==> config.mk <==
export PLATFORM = sky130hd
export DESIGN_NAME = ordered_list_store_unit
export DESIGN_NICKNAME = d
export VERILOG_FILES = /design/src/hdl/ols_pkg.sv /design/src/hdl/ordered_list_store_unit.sv /design/src/hdl/ols_ram.sv
export SDC_FILE = /design/constraint.sdc
export NUM_CORES = 1
export LEC_CHECK = 0
export ABC_AREA = 1
export BUFFER_PORTS_ARGS = -buffer_cell sky130_fd_sc_hd__buf_2
export CORE_ASPECT_RATIO = 0.75
export CORE_UTILIZATION = 50
export DETAILED_ROUTE_END_ITERATION = 8
export PLACE_DENSITY = 0.67
export SLEW_MARGIN = 5
export SYNTH_ARGS = -nofsm -noshare
export SYNTH_HDL_FRONTEND = slang
export SYNTH_SLANG_ARGS = --single-unit
==> constraint.sdc <==
create_clock -name clock -period 11.2 [get_ports clock]
set_clock_uncertainty 0.1 [all_clocks]
set_input_delay 0.56 -clock clock [delete_from_list [all_inputs] [get_ports clock]]
set_output_delay 0.56 -clock clock [all_outputs]
set_load 0.02 [all_outputs]
==> src/hdl/ols_pkg.sv <==
// Package for the ordered list store: sizes, command and state codes,
// and the circular-buffer address helper. Depends on nothing.
package ols_pkg;

   localparam int CAPACITY = 32;
   localparam int VALUE_W  = 32;
   localparam int POS_W    = 6;
   localparam int IDX_W    = (CAPACITY > 1) ? $clog2(CAPACITY) : 1;
   localparam int CNT_W    = $clog2(CAPACITY + 1);
   localparam int CMP_W    = (CNT_W > POS_W) ? CNT_W : POS_W;

   typedef logic [VALUE_W-1:0] value_type;
   typedef logic [IDX_W-1:0]   idx_type;
   typedef logic [IDX_W:0]     idx_ext_type;
   typedef logic [CNT_W-1:0]   cnt_type;
   typedef logic [CMP_W-1:0]   cmp_type;

   typedef enum logic [1:0] {
      CMD_INSERT_FRONT = 2'd0,
      CMD_APPEND       = 2'd1,
      CMD_DELETE       = 2'd2,
      CMD_NOP          = 2'd3
   } cmd_type;

   typedef enum logic {
      ST_IDLE = 1'b0,
      ST_DUMP = 1'b1
   } state_type;

   // Map a logical offset from the front to a physical slot. Both inputs
   // stay below CAPACITY, so one conditional subtract wraps the sum.
   function automatic idx_type phys_addr(input idx_type head, input idx_type ofs);
      idx_ext_type sum;
      sum = {1'b0, head} + {1'b0, ofs};
      if (sum >= idx_ext_type'(CAPACITY)) begin
         sum = sum - idx_ext_type'(CAPACITY);
      end
      return sum[IDX_W-1:0];
   endfunction

endpackage

==> src/hdl/ordered_list_store_unit.sv <==
// Ordered list store: bounded sequence of signed 32-bit values in a circular RAM.
// The first result passes through the dump state, the registered RAM read and the
// output register; for an empty list the marker is loaded straight from the dump state.
// A new request is taken only once the whole list has been sent; the single RAM read
// port, one entry a cycle while rsp_ready does not stall the output, sets the pace.
// Reset (synchronous, active high) empties the list and clears all handshakes;
// RAM contents stay undefined, and only entries below the count are ever read.
module ordered_list_store_unit (
   input  logic                clock,
   input  logic                reset,
   // request channel
   input  logic                req_valid,
   output logic                req_ready,
   input  logic [1:0]          req_cmd,
   input  logic signed [31:0]  req_item_value,
   input  logic [5:0]          req_position,
   // result channel
   output logic                rsp_valid,
   input  logic                rsp_ready,
   output logic signed [31:0]  rsp_entry_value,
   output logic                rsp_is_last,
   output logic                rsp_list_empty,
   output logic                rsp_insert_dropped
);

   // ------------------------------------------------------------------
   // State
   // ------------------------------------------------------------------
   ols_pkg::state_type state_ff, state_in;
   ols_pkg::idx_type   head_ff, head_in;      // physical slot of the front entry
   ols_pkg::cnt_type   count_ff, count_in;    // entries held
   ols_pkg::cnt_type   rd_idx_ff, rd_idx_in;  // next logical index to read
   ols_pkg::cnt_type   out_idx_ff, out_idx_in; // next logical index to emit
   logic               rdv_ff, rdv_in;        // RAM read data holds an unsent entry
   logic               del_act_ff, del_act_in; // compact the list during this dump
   ols_pkg::idx_type   del_pos_ff, del_pos_in;
   logic               drop_ff, drop_in;

   // output register
   logic                rsp_valid_ff, rsp_valid_in;
   logic signed [31:0]  rsp_entry_value_ff, rsp_entry_value_in;
   logic                rsp_is_last_ff, rsp_is_last_in;
   logic                rsp_list_empty_ff, rsp_list_empty_in;
   logic                rsp_insert_dropped_ff, rsp_insert_dropped_in;

   // RAM ports
   logic                ram_wr_en;
   ols_pkg::idx_type    ram_wr_addr;
   ols_pkg::value_type  ram_wr_data;
   logic                ram_rd_en;
   ols_pkg::idx_type    ram_rd_addr;
   ols_pkg::value_type  ram_rd_data;

   // helpers
   logic                req_fire;
   logic                out_free;
   logic                load_ram;
   logic                issue;
   logic                shift;
   logic                full;
   logic                pos_ok;
   ols_pkg::idx_type    head_dec;
   ols_pkg::cnt_type    src_idx;

   ols_ram #(
      .WIDTH (ols_pkg::VALUE_W),
      .DEPTH (ols_pkg::CAPACITY)
   ) u_entry_ram (
      .clock   (clock),
      .wr_en   (ram_wr_en),
      .wr_addr (ram_wr_addr),
      .wr_data (ram_wr_data),
      .rd_en   (ram_rd_en),
      .rd_addr (ram_rd_addr),
      .rd_data (ram_rd_data)
   );

   // ------------------------------------------------------------------
   // Handshake helpers
   // ------------------------------------------------------------------
   assign req_ready = (state_ff == ols_pkg::ST_IDLE);
   assign req_fire  = req_valid && req_ready;
   assign out_free  = !rsp_valid_ff || rsp_ready;

   assign full     = (count_ff == ols_pkg::cnt_type'(ols_pkg::CAPACITY));
   assign pos_ok   = (ols_pkg::cmp_type'(req_position) < ols_pkg::cmp_type'(count_ff));
   assign head_dec = (head_ff == '0) ? ols_pkg::idx_type'(ols_pkg::CAPACITY - 1)
                                     : head_ff - ols_pkg::idx_type'(1);

   // Skip the deleted slot: logical entry i of the new list sits at i+1
   // of the old one once i reaches the delete position.
   assign shift   = del_act_ff && (rd_idx_ff >= ols_pkg::cnt_type'(del_pos_ff));
   assign src_idx = rd_idx_ff + ols_pkg::cnt_type'(shift);

   // Move RAM data to the output register whenever it frees up, and keep
   // one read in flight behind it.
   assign load_ram = (state_ff == ols_pkg::ST_DUMP) && rdv_ff && out_free;
   assign issue    = (state_ff == ols_pkg::ST_DUMP) && (rd_idx_ff < count_ff) &&
                     (!rdv_ff || load_ram);

   assign ram_rd_en   = issue;
   assign ram_rd_addr = ols_pkg::phys_addr(head_ff, ols_pkg::idx_type'(src_idx));

   // ------------------------------------------------------------------
   // Next state and outputs
   // ------------------------------------------------------------------
   always_comb begin
      state_in   = state_ff;
      head_in    = head_ff;
      count_in   = count_ff;
      rd_idx_in  = rd_idx_ff;
      out_idx_in = out_idx_ff;
      rdv_in     = rdv_ff;
      del_act_in = del_act_ff;
      del_pos_in = del_pos_ff;
      drop_in    = drop_ff;

      rsp_valid_in          = rsp_valid_ff && !rsp_ready;
      rsp_entry_value_in    = rsp_entry_value_ff;
      rsp_is_last_in        = rsp_is_last_ff;
      rsp_list_empty_in     = rsp_list_empty_ff;
      rsp_insert_dropped_in = rsp_insert_dropped_ff;

      ram_wr_en   = 1'b0;
      ram_wr_addr = head_ff;
      ram_wr_data = req_item_value;

      case (state_ff)
         ols_pkg::ST_IDLE: begin
            if (req_fire) begin
               // Apply inserts right away; deletes are folded into the dump.
               rd_idx_in  = '0;
               out_idx_in = '0;
               rdv_in     = 1'b0;
               del_act_in = 1'b0;
               del_pos_in = ols_pkg::idx_type'(req_position);
               drop_in    = 1'b0;
               state_in   = ols_pkg::ST_DUMP;
               case (ols_pkg::cmd_type'(req_cmd))
                  ols_pkg::CMD_INSERT_FRONT: begin
                     if (full) begin
                        drop_in = 1'b1;
                     end else begin
                        ram_wr_en   = 1'b1;
                        ram_wr_addr = head_dec;
                        head_in     = head_dec;
                        count_in    = count_ff + ols_pkg::cnt_type'(1);
                     end
                  end
                  ols_pkg::CMD_APPEND: begin
                     if (full) begin
                        drop_in = 1'b1;
                     end else begin
                        ram_wr_en   = 1'b1;
                        ram_wr_addr = ols_pkg::phys_addr(head_ff,
                                         ols_pkg::idx_type'(count_ff));
                        count_in    = count_ff + ols_pkg::cnt_type'(1);
                     end
                  end
                  ols_pkg::CMD_DELETE: begin
                     if (pos_ok) begin
                        del_act_in = 1'b1;
                        count_in   = count_ff - ols_pkg::cnt_type'(1);
                     end
                  end
                  default: begin
                     // no change: dump as is
                  end
               endcase
            end
         end

         ols_pkg::ST_DUMP: begin
            if (count_ff == '0) begin
               // Empty list: one marker item.
               if (out_free) begin
                  rsp_valid_in          = 1'b1;
                  rsp_entry_value_in    = '0;
                  rsp_is_last_in        = 1'b1;
                  rsp_list_empty_in     = 1'b1;
                  rsp_insert_dropped_in = drop_ff;
                  state_in              = ols_pkg::ST_IDLE;
               end
            end else begin
               if (issue) begin
                  rd_idx_in = rd_idx_ff + ols_pkg::cnt_type'(1);
               end
               if (issue) begin
                  rdv_in = 1'b1;
               end else if (load_ram) begin
                  rdv_in = 1'b0;
               end
               if (load_ram) begin
                  rsp_valid_in          = 1'b1;
                  rsp_entry_value_in    = $signed(ram_rd_data);
                  rsp_is_last_in        = (out_idx_ff + ols_pkg::cnt_type'(1) == count_ff);
                  rsp_list_empty_in     = 1'b0;
                  rsp_insert_dropped_in = drop_ff;
                  out_idx_in            = out_idx_ff + ols_pkg::cnt_type'(1);
                  // Write the shifted entry back into its new slot.
                  if (del_act_ff && (out_idx_ff >= ols_pkg::cnt_type'(del_pos_ff))) begin
                     ram_wr_en   = 1'b1;
                     ram_wr_addr = ols_pkg::phys_addr(head_ff,
                                      ols_pkg::idx_type'(out_idx_ff));
                     ram_wr_data = ram_rd_data;
                  end
                  if (out_idx_ff + ols_pkg::cnt_type'(1) == count_ff) begin
                     state_in = ols_pkg::ST_IDLE;
                  end
               end
            end
         end

         default: begin
            state_in = ols_pkg::ST_IDLE;
         end
      endcase
   end

   // ------------------------------------------------------------------
   // Registers
   // ------------------------------------------------------------------
   always_ff @(posedge clock) begin
      if (reset) begin
         state_ff     <= ols_pkg::ST_IDLE;
         head_ff      <= '0;
         count_ff     <= '0;
         rd_idx_ff    <= '0;
         out_idx_ff   <= '0;
         rdv_ff       <= 1'b0;
         del_act_ff   <= 1'b0;
         rsp_valid_ff <= 1'b0;
      end else begin
         state_ff     <= state_in;
         head_ff      <= head_in;
         count_ff     <= count_in;
         rd_idx_ff    <= rd_idx_in;
         out_idx_ff   <= out_idx_in;
         rdv_ff       <= rdv_in;
         del_act_ff   <= del_act_in;
         rsp_valid_ff <= rsp_valid_in;
      end
   end

   // payload: no reset needed
   always_ff @(posedge clock) begin
      del_pos_ff            <= del_pos_in;
      drop_ff               <= drop_in;
      rsp_entry_value_ff    <= rsp_entry_value_in;
      rsp_is_last_ff        <= rsp_is_last_in;
      rsp_list_empty_ff     <= rsp_list_empty_in;
      rsp_insert_dropped_ff <= rsp_insert_dropped_in;
   end

   assign rsp_valid          = rsp_valid_ff;
   assign rsp_entry_value    = rsp_entry_value_ff;
   assign rsp_is_last        = rsp_is_last_ff;
   assign rsp_list_empty     = rsp_list_empty_ff;
   assign rsp_insert_dropped = rsp_insert_dropped_ff;

endmodule

==> src/hdl/ols_ram.sv <==
// Generic simple dual-port RAM: one write port, one read port with
// registered read data that holds while no read is issued. No dependencies.
module ols_ram #(
   parameter int WIDTH = 32,
   parameter int DEPTH = 32
) (
   input  logic                                        clock,
   input  logic                                        wr_en,
   input  logic [((DEPTH > 1) ? $clog2(DEPTH) : 1)-1:0] wr_addr,
   input  logic [WIDTH-1:0]                            wr_data,
   input  logic                                        rd_en,
   input  logic [((DEPTH > 1) ? $clog2(DEPTH) : 1)-1:0] rd_addr,
   output logic [WIDTH-1:0]                            rd_data
);

   logic [WIDTH-1:0] mem_ff [DEPTH];
   logic [WIDTH-1:0] rd_data_ff;

   always_ff @(posedge clock) begin
      if (wr_en) begin
         mem_ff[wr_addr] <= wr_data;
      end
      if (rd_en) begin
         rd_data_ff <= mem_ff[rd_addr];
      end
   end

   assign rd_data = rd_data_ff;

endmodule
==> run_results.csv <==
group,metric,value,unit
clock_network,numClockSinks,1124,
global_routing,antenna_found_initial,2,
global_routing,grt_pass1_vias,27700,
logic_synthesis,yosysTopAreaCellShare,71.3,%
placement,detailedPlace.worstSlack,5.48,ns
sta,maxClockFrequency,0.166,GHz
floorplanning,pin_count,81,
critical_path,r2r-end,"u_entry_ram.rd_data[8]",
cells_and_area,layout-area-overhead-vs-synth,11.4,%
worst_hold_path,worstHoldStart,"req_cmd[1]",
logic_synthesis,synthDominantAreaCellType,"edfxtp_1",
logic_synthesis,synth_seq_cells,1124,
pwr,power.share.switching,25.4,%
pwr,clock_power_share,38.4,%
clock_network,cts_buffer_depth,3,
floorplanning,die-height,265,µm
sta,fin_crit_sh,53.9,%
floorplanning,design.core.area,91500,µm²
logic_synthesis,sequential_share_of_the_synthesized_area,72.5,%
logic_synthesis,synth.area.top_cells,"edfxtp_1 (71%), nor2_1 (6.7%), o21ai_0 (5.7%), o211ai_1 (4.2%), nand2_1 (2.5%)",
critical_path,r2r.worst_path.cells,20,
placement,buffer_ports.inserted,80,
logic_synthesis,synth_flop_cell,"edfxtp_1",
logic_synthesis,synthesis.area,46200,µm²
floorplanning,cell_rows,96,
placement,gp_congestion,0.850,
critical_path,setup.worst_path.end_class,"flop",
floorplanning,die_w,353,µm
drt,drt_drc_violations_left,0,
sta,timing.slew.headroom,13.3,%
drt,drt-total-wl,128000,µm
sta,fin_ws,5.16,ns
critical_path,critical_path.startpoint_type,"flop",
drt,ant_nets,0,
pwr,power.combinational.fraction,11.9,%
cells_and_area,drive_above_1_share,9.37,%
clock_network,cts.repair.resized,0,
logic_synthesis,postSynth.asyncResetShare,0,%
worst_hold_path,worstHoldEndpoint,"drop_ff",
critical_path,arrival,6.44,ns
logic_synthesis,postSynthCellCount,3740,
drt,wire_per_inst,25.2,µm
logic_synthesis,ys.warnings.count,0,
pwr,total_leakage_power,17.2,nW
pwr,intPower,7.10,mW
critical_path,reg2reg_slack,5.16,ns
sta,timing_worst_slew_pin_value,1.30,ns
drt,num_vias,30100,
clock_network,cts.clk_slew.worst_paths,0.06,ns
worst_hold_path,min_delay_path_depth,2,
pwr,power.net_switching,2.42,mW
sta,grt_setup_unrepaired,"false",
global_routing,grt_start_max_net_pins,225,
clock_network,postCtsSetupRepairBufs,0,
global_routing,globalRouteTotalUtil,26.9,%
run,cap_viol_max_count,0,
drt,via_per_inst,5.96,
logic_synthesis,synth.net_count,3829,
clock_network,cts_tree,"built",
logic_synthesis,yosys.cell_types.count,44,
drt,drtPass1Iterations,5,
global_routing,grt.overflow.total,0,
clock_network,cts.root.buffer_cell,"clkbuf_16",
critical_path,timing.critical_path.fanout_max,221,
placement,hpwl_after_dpl,66000,µm
clock_network,htreeDepth,3,
pwr,ir_worst_vdd,0.000141,V
critical_path,worstReg2RegStart,"rd_idx_ff[0]",
logic_synthesis,synth.cells.most_frequent,"edfxtp_1 (1,097), nor2_1 (831), o21ai_0 (526)",
cells_and_area,layout.filler_cells,7330,
sta,final_period_minus_worst_setup_slack,6.04,ns
floorplanning,start_util,50.5,%
critical_path,worst-setup-path-type,"flop to flop",
drt,drt_iter0_drc,4714,
cells_and_area,nNetsFinal,3839,
logic_synthesis,synth-edff-count,1097,
worst_hold_path,hold_path_class,"input port to flop",
critical_path,crit_required,11.60,ns
clock_network,source_to_sink_clock_delay_at_the_later_pin_of_the_worst_skew_pair,0.68,ns
sta,setup_viol,0,
pwr,p_per_area,185,nW/µm²
floorplanning,area_of_the_die,93700,µm²
run_status,outcome,"finished, final reports clean",
clock_network,clock_buffers_created_by_tritoncts,106,
global_routing,grt_pass1_wl,187000,µm
sta,count_of_pins_over_their_slew_limit,0,
logic_synthesis,synth_area_per_cell,12.4,µm²
sta,final-hold-violation-count,0,
logic_synthesis,synth_most_common_cell,"edfxtp_1",
pwr,share_seq_of_total_power,49.7,%
sta,tns,0,ns
## area by class of cell
cell class	count	area, µm²	area share, %
flip-flops and latches	1124	33500	65.0
repair buffers	136	883	1.72
well taps	1225	1530	2.98
clock inverters	63	702	1.36
diodes	1	2.50	0.00486
clock buffers	127	2800	5.43
inverters	103	405	0.788
multi-input cells	2279	11700	22.7
## per-layer routing
| layer | vias up | share of wire (%) | GRT usage (%) |
|---|---|---|---|
| li1 | 13600 | - | - |
| met1 | 14700 | 42 | 40.3 |
| met2 | 1720 | 43 | 38.5 |
| met3 | 172 | 13 | 8.56 |
| met4 | 0 | 2.0 | 5.72 |
| met5 | - | 0 | 0 |
## per-stage QoR
stage               total power [mW]  cell area (µm²)  utilization, %  hold slack, ns  std cells
finish                          9.53            51500            56.2           0.111       5058
global route                    9.83            51500            56.2           0.117       5057
CTS                             9.53            51500            56.2          0.0757       5057
detailed placement              5.93            47900            52.4           0.305       4862
global placement                5.92            47900            52.4           0.301       4862
floorplan                       5.55            46200               -           0.300       3740
## power groups by stage
stage / combinational, mW / sequential [mW] / clock (mW)
finish: 1.13 / 4.74 / 3.66
global route: 1.24 / 4.74 / 3.85
CTS: 1.11 / 4.73 / 3.69
detailed placement: 1.10 / 4.82 / 0
global placement: 1.09 / 4.82 / 0
floorplan: 0.731 / 4.82 / 0
## logic make-up (layout without fill, tap and decap cells)
kind of cell / Yosys count / in the layout / synth area share [%]
adder cells (fa/ha/maj): 45 / 45 / 1.28
AO/OA/AOI/OAI: 936 / 936 / 11.8
flip-flops: 1124 / 1124 / 72.5
buffers and inverters: 337 / 429 / 3.00
AND/OR/NAND/NOR: 1273 / 1273 / 11.0
other: 0 / 1 / 0
XOR/XNOR: 25 / 25 / 0.474
## cells in the final DEF (no fill, tap or decap), drive strengths merged, types with 41 or more instances in the layout
master	netlist	layout
a21oi	106	106
buf	63	131
clkbuf	171	127
clkinv	1	43
edfxtp	1097	1097
ha	41	41
inv	102	104
nand2	309	309
nand3	113	113
nor2	838	838
o211ai	258	258
o21ai	528	528
## registers in the layout, indices dropped and copies added, names as in the netlist, 5 cells and up
signal               flops
head_ff                  5
u_entry_ram.mem_ff    1024
del_pos_ff               5
rd_idx_ff                6
u_entry_ram.rd_data     32
out_idx_ff               6
rsp_entry_value         32
count_ff                 6
## repair_timing
action,in CTS,in global routing
endpoints found under the hold margin,5,0
hold buffers,5,0
endpoints found under the setup margin,0,0
## worst max-delay path, stage by stage (launching register included)
cell and delay (ns):
dfxtp_1 0.40, inv_1 0.11, ha_1 0.30, inv_1 0.06, nand2_1 0.05, a21oi_1 0.12, o21bai_1 0.07, a21oi_1 0.14
nor2_1 0.06, o31ai_1 0.21, inv_1 0.08, ha_1 0.20, ha_1 0.32, fa_4 1.28, buf_12 0.56, o21ai_0 0.22
o211ai_1 0.73, nand3_1 0.16, nand2_1 0.10, nand2_1 0.08, o31ai_1 0.10
## how the worst max path moves through the flow
stage | startpoint | end | slack [ns] | cells after the start
2_1_floorplan | count_ff[2] | rsp_entry_value[0] | 7.27 | 5
3_3_place_gp | rd_idx_ff[0] | u_entry_ram.rd_data[8] | 5.50 | 20
3_5_place_dp | rd_idx_ff[0] | u_entry_ram.rd_data[8] | 5.48 | 20
4_1_cts | rd_idx_ff[0] | u_entry_ram.rd_data[8] | 5.46 | 20
5_1_grt | rd_idx_ff[0] | u_entry_ram.rd_data[8] | 4.91 | 20
6_report | rd_idx_ff[0] | u_entry_ram.rd_data[8] | 5.16 | 20
No activity file was read; power rests on OpenSTA's default activity.
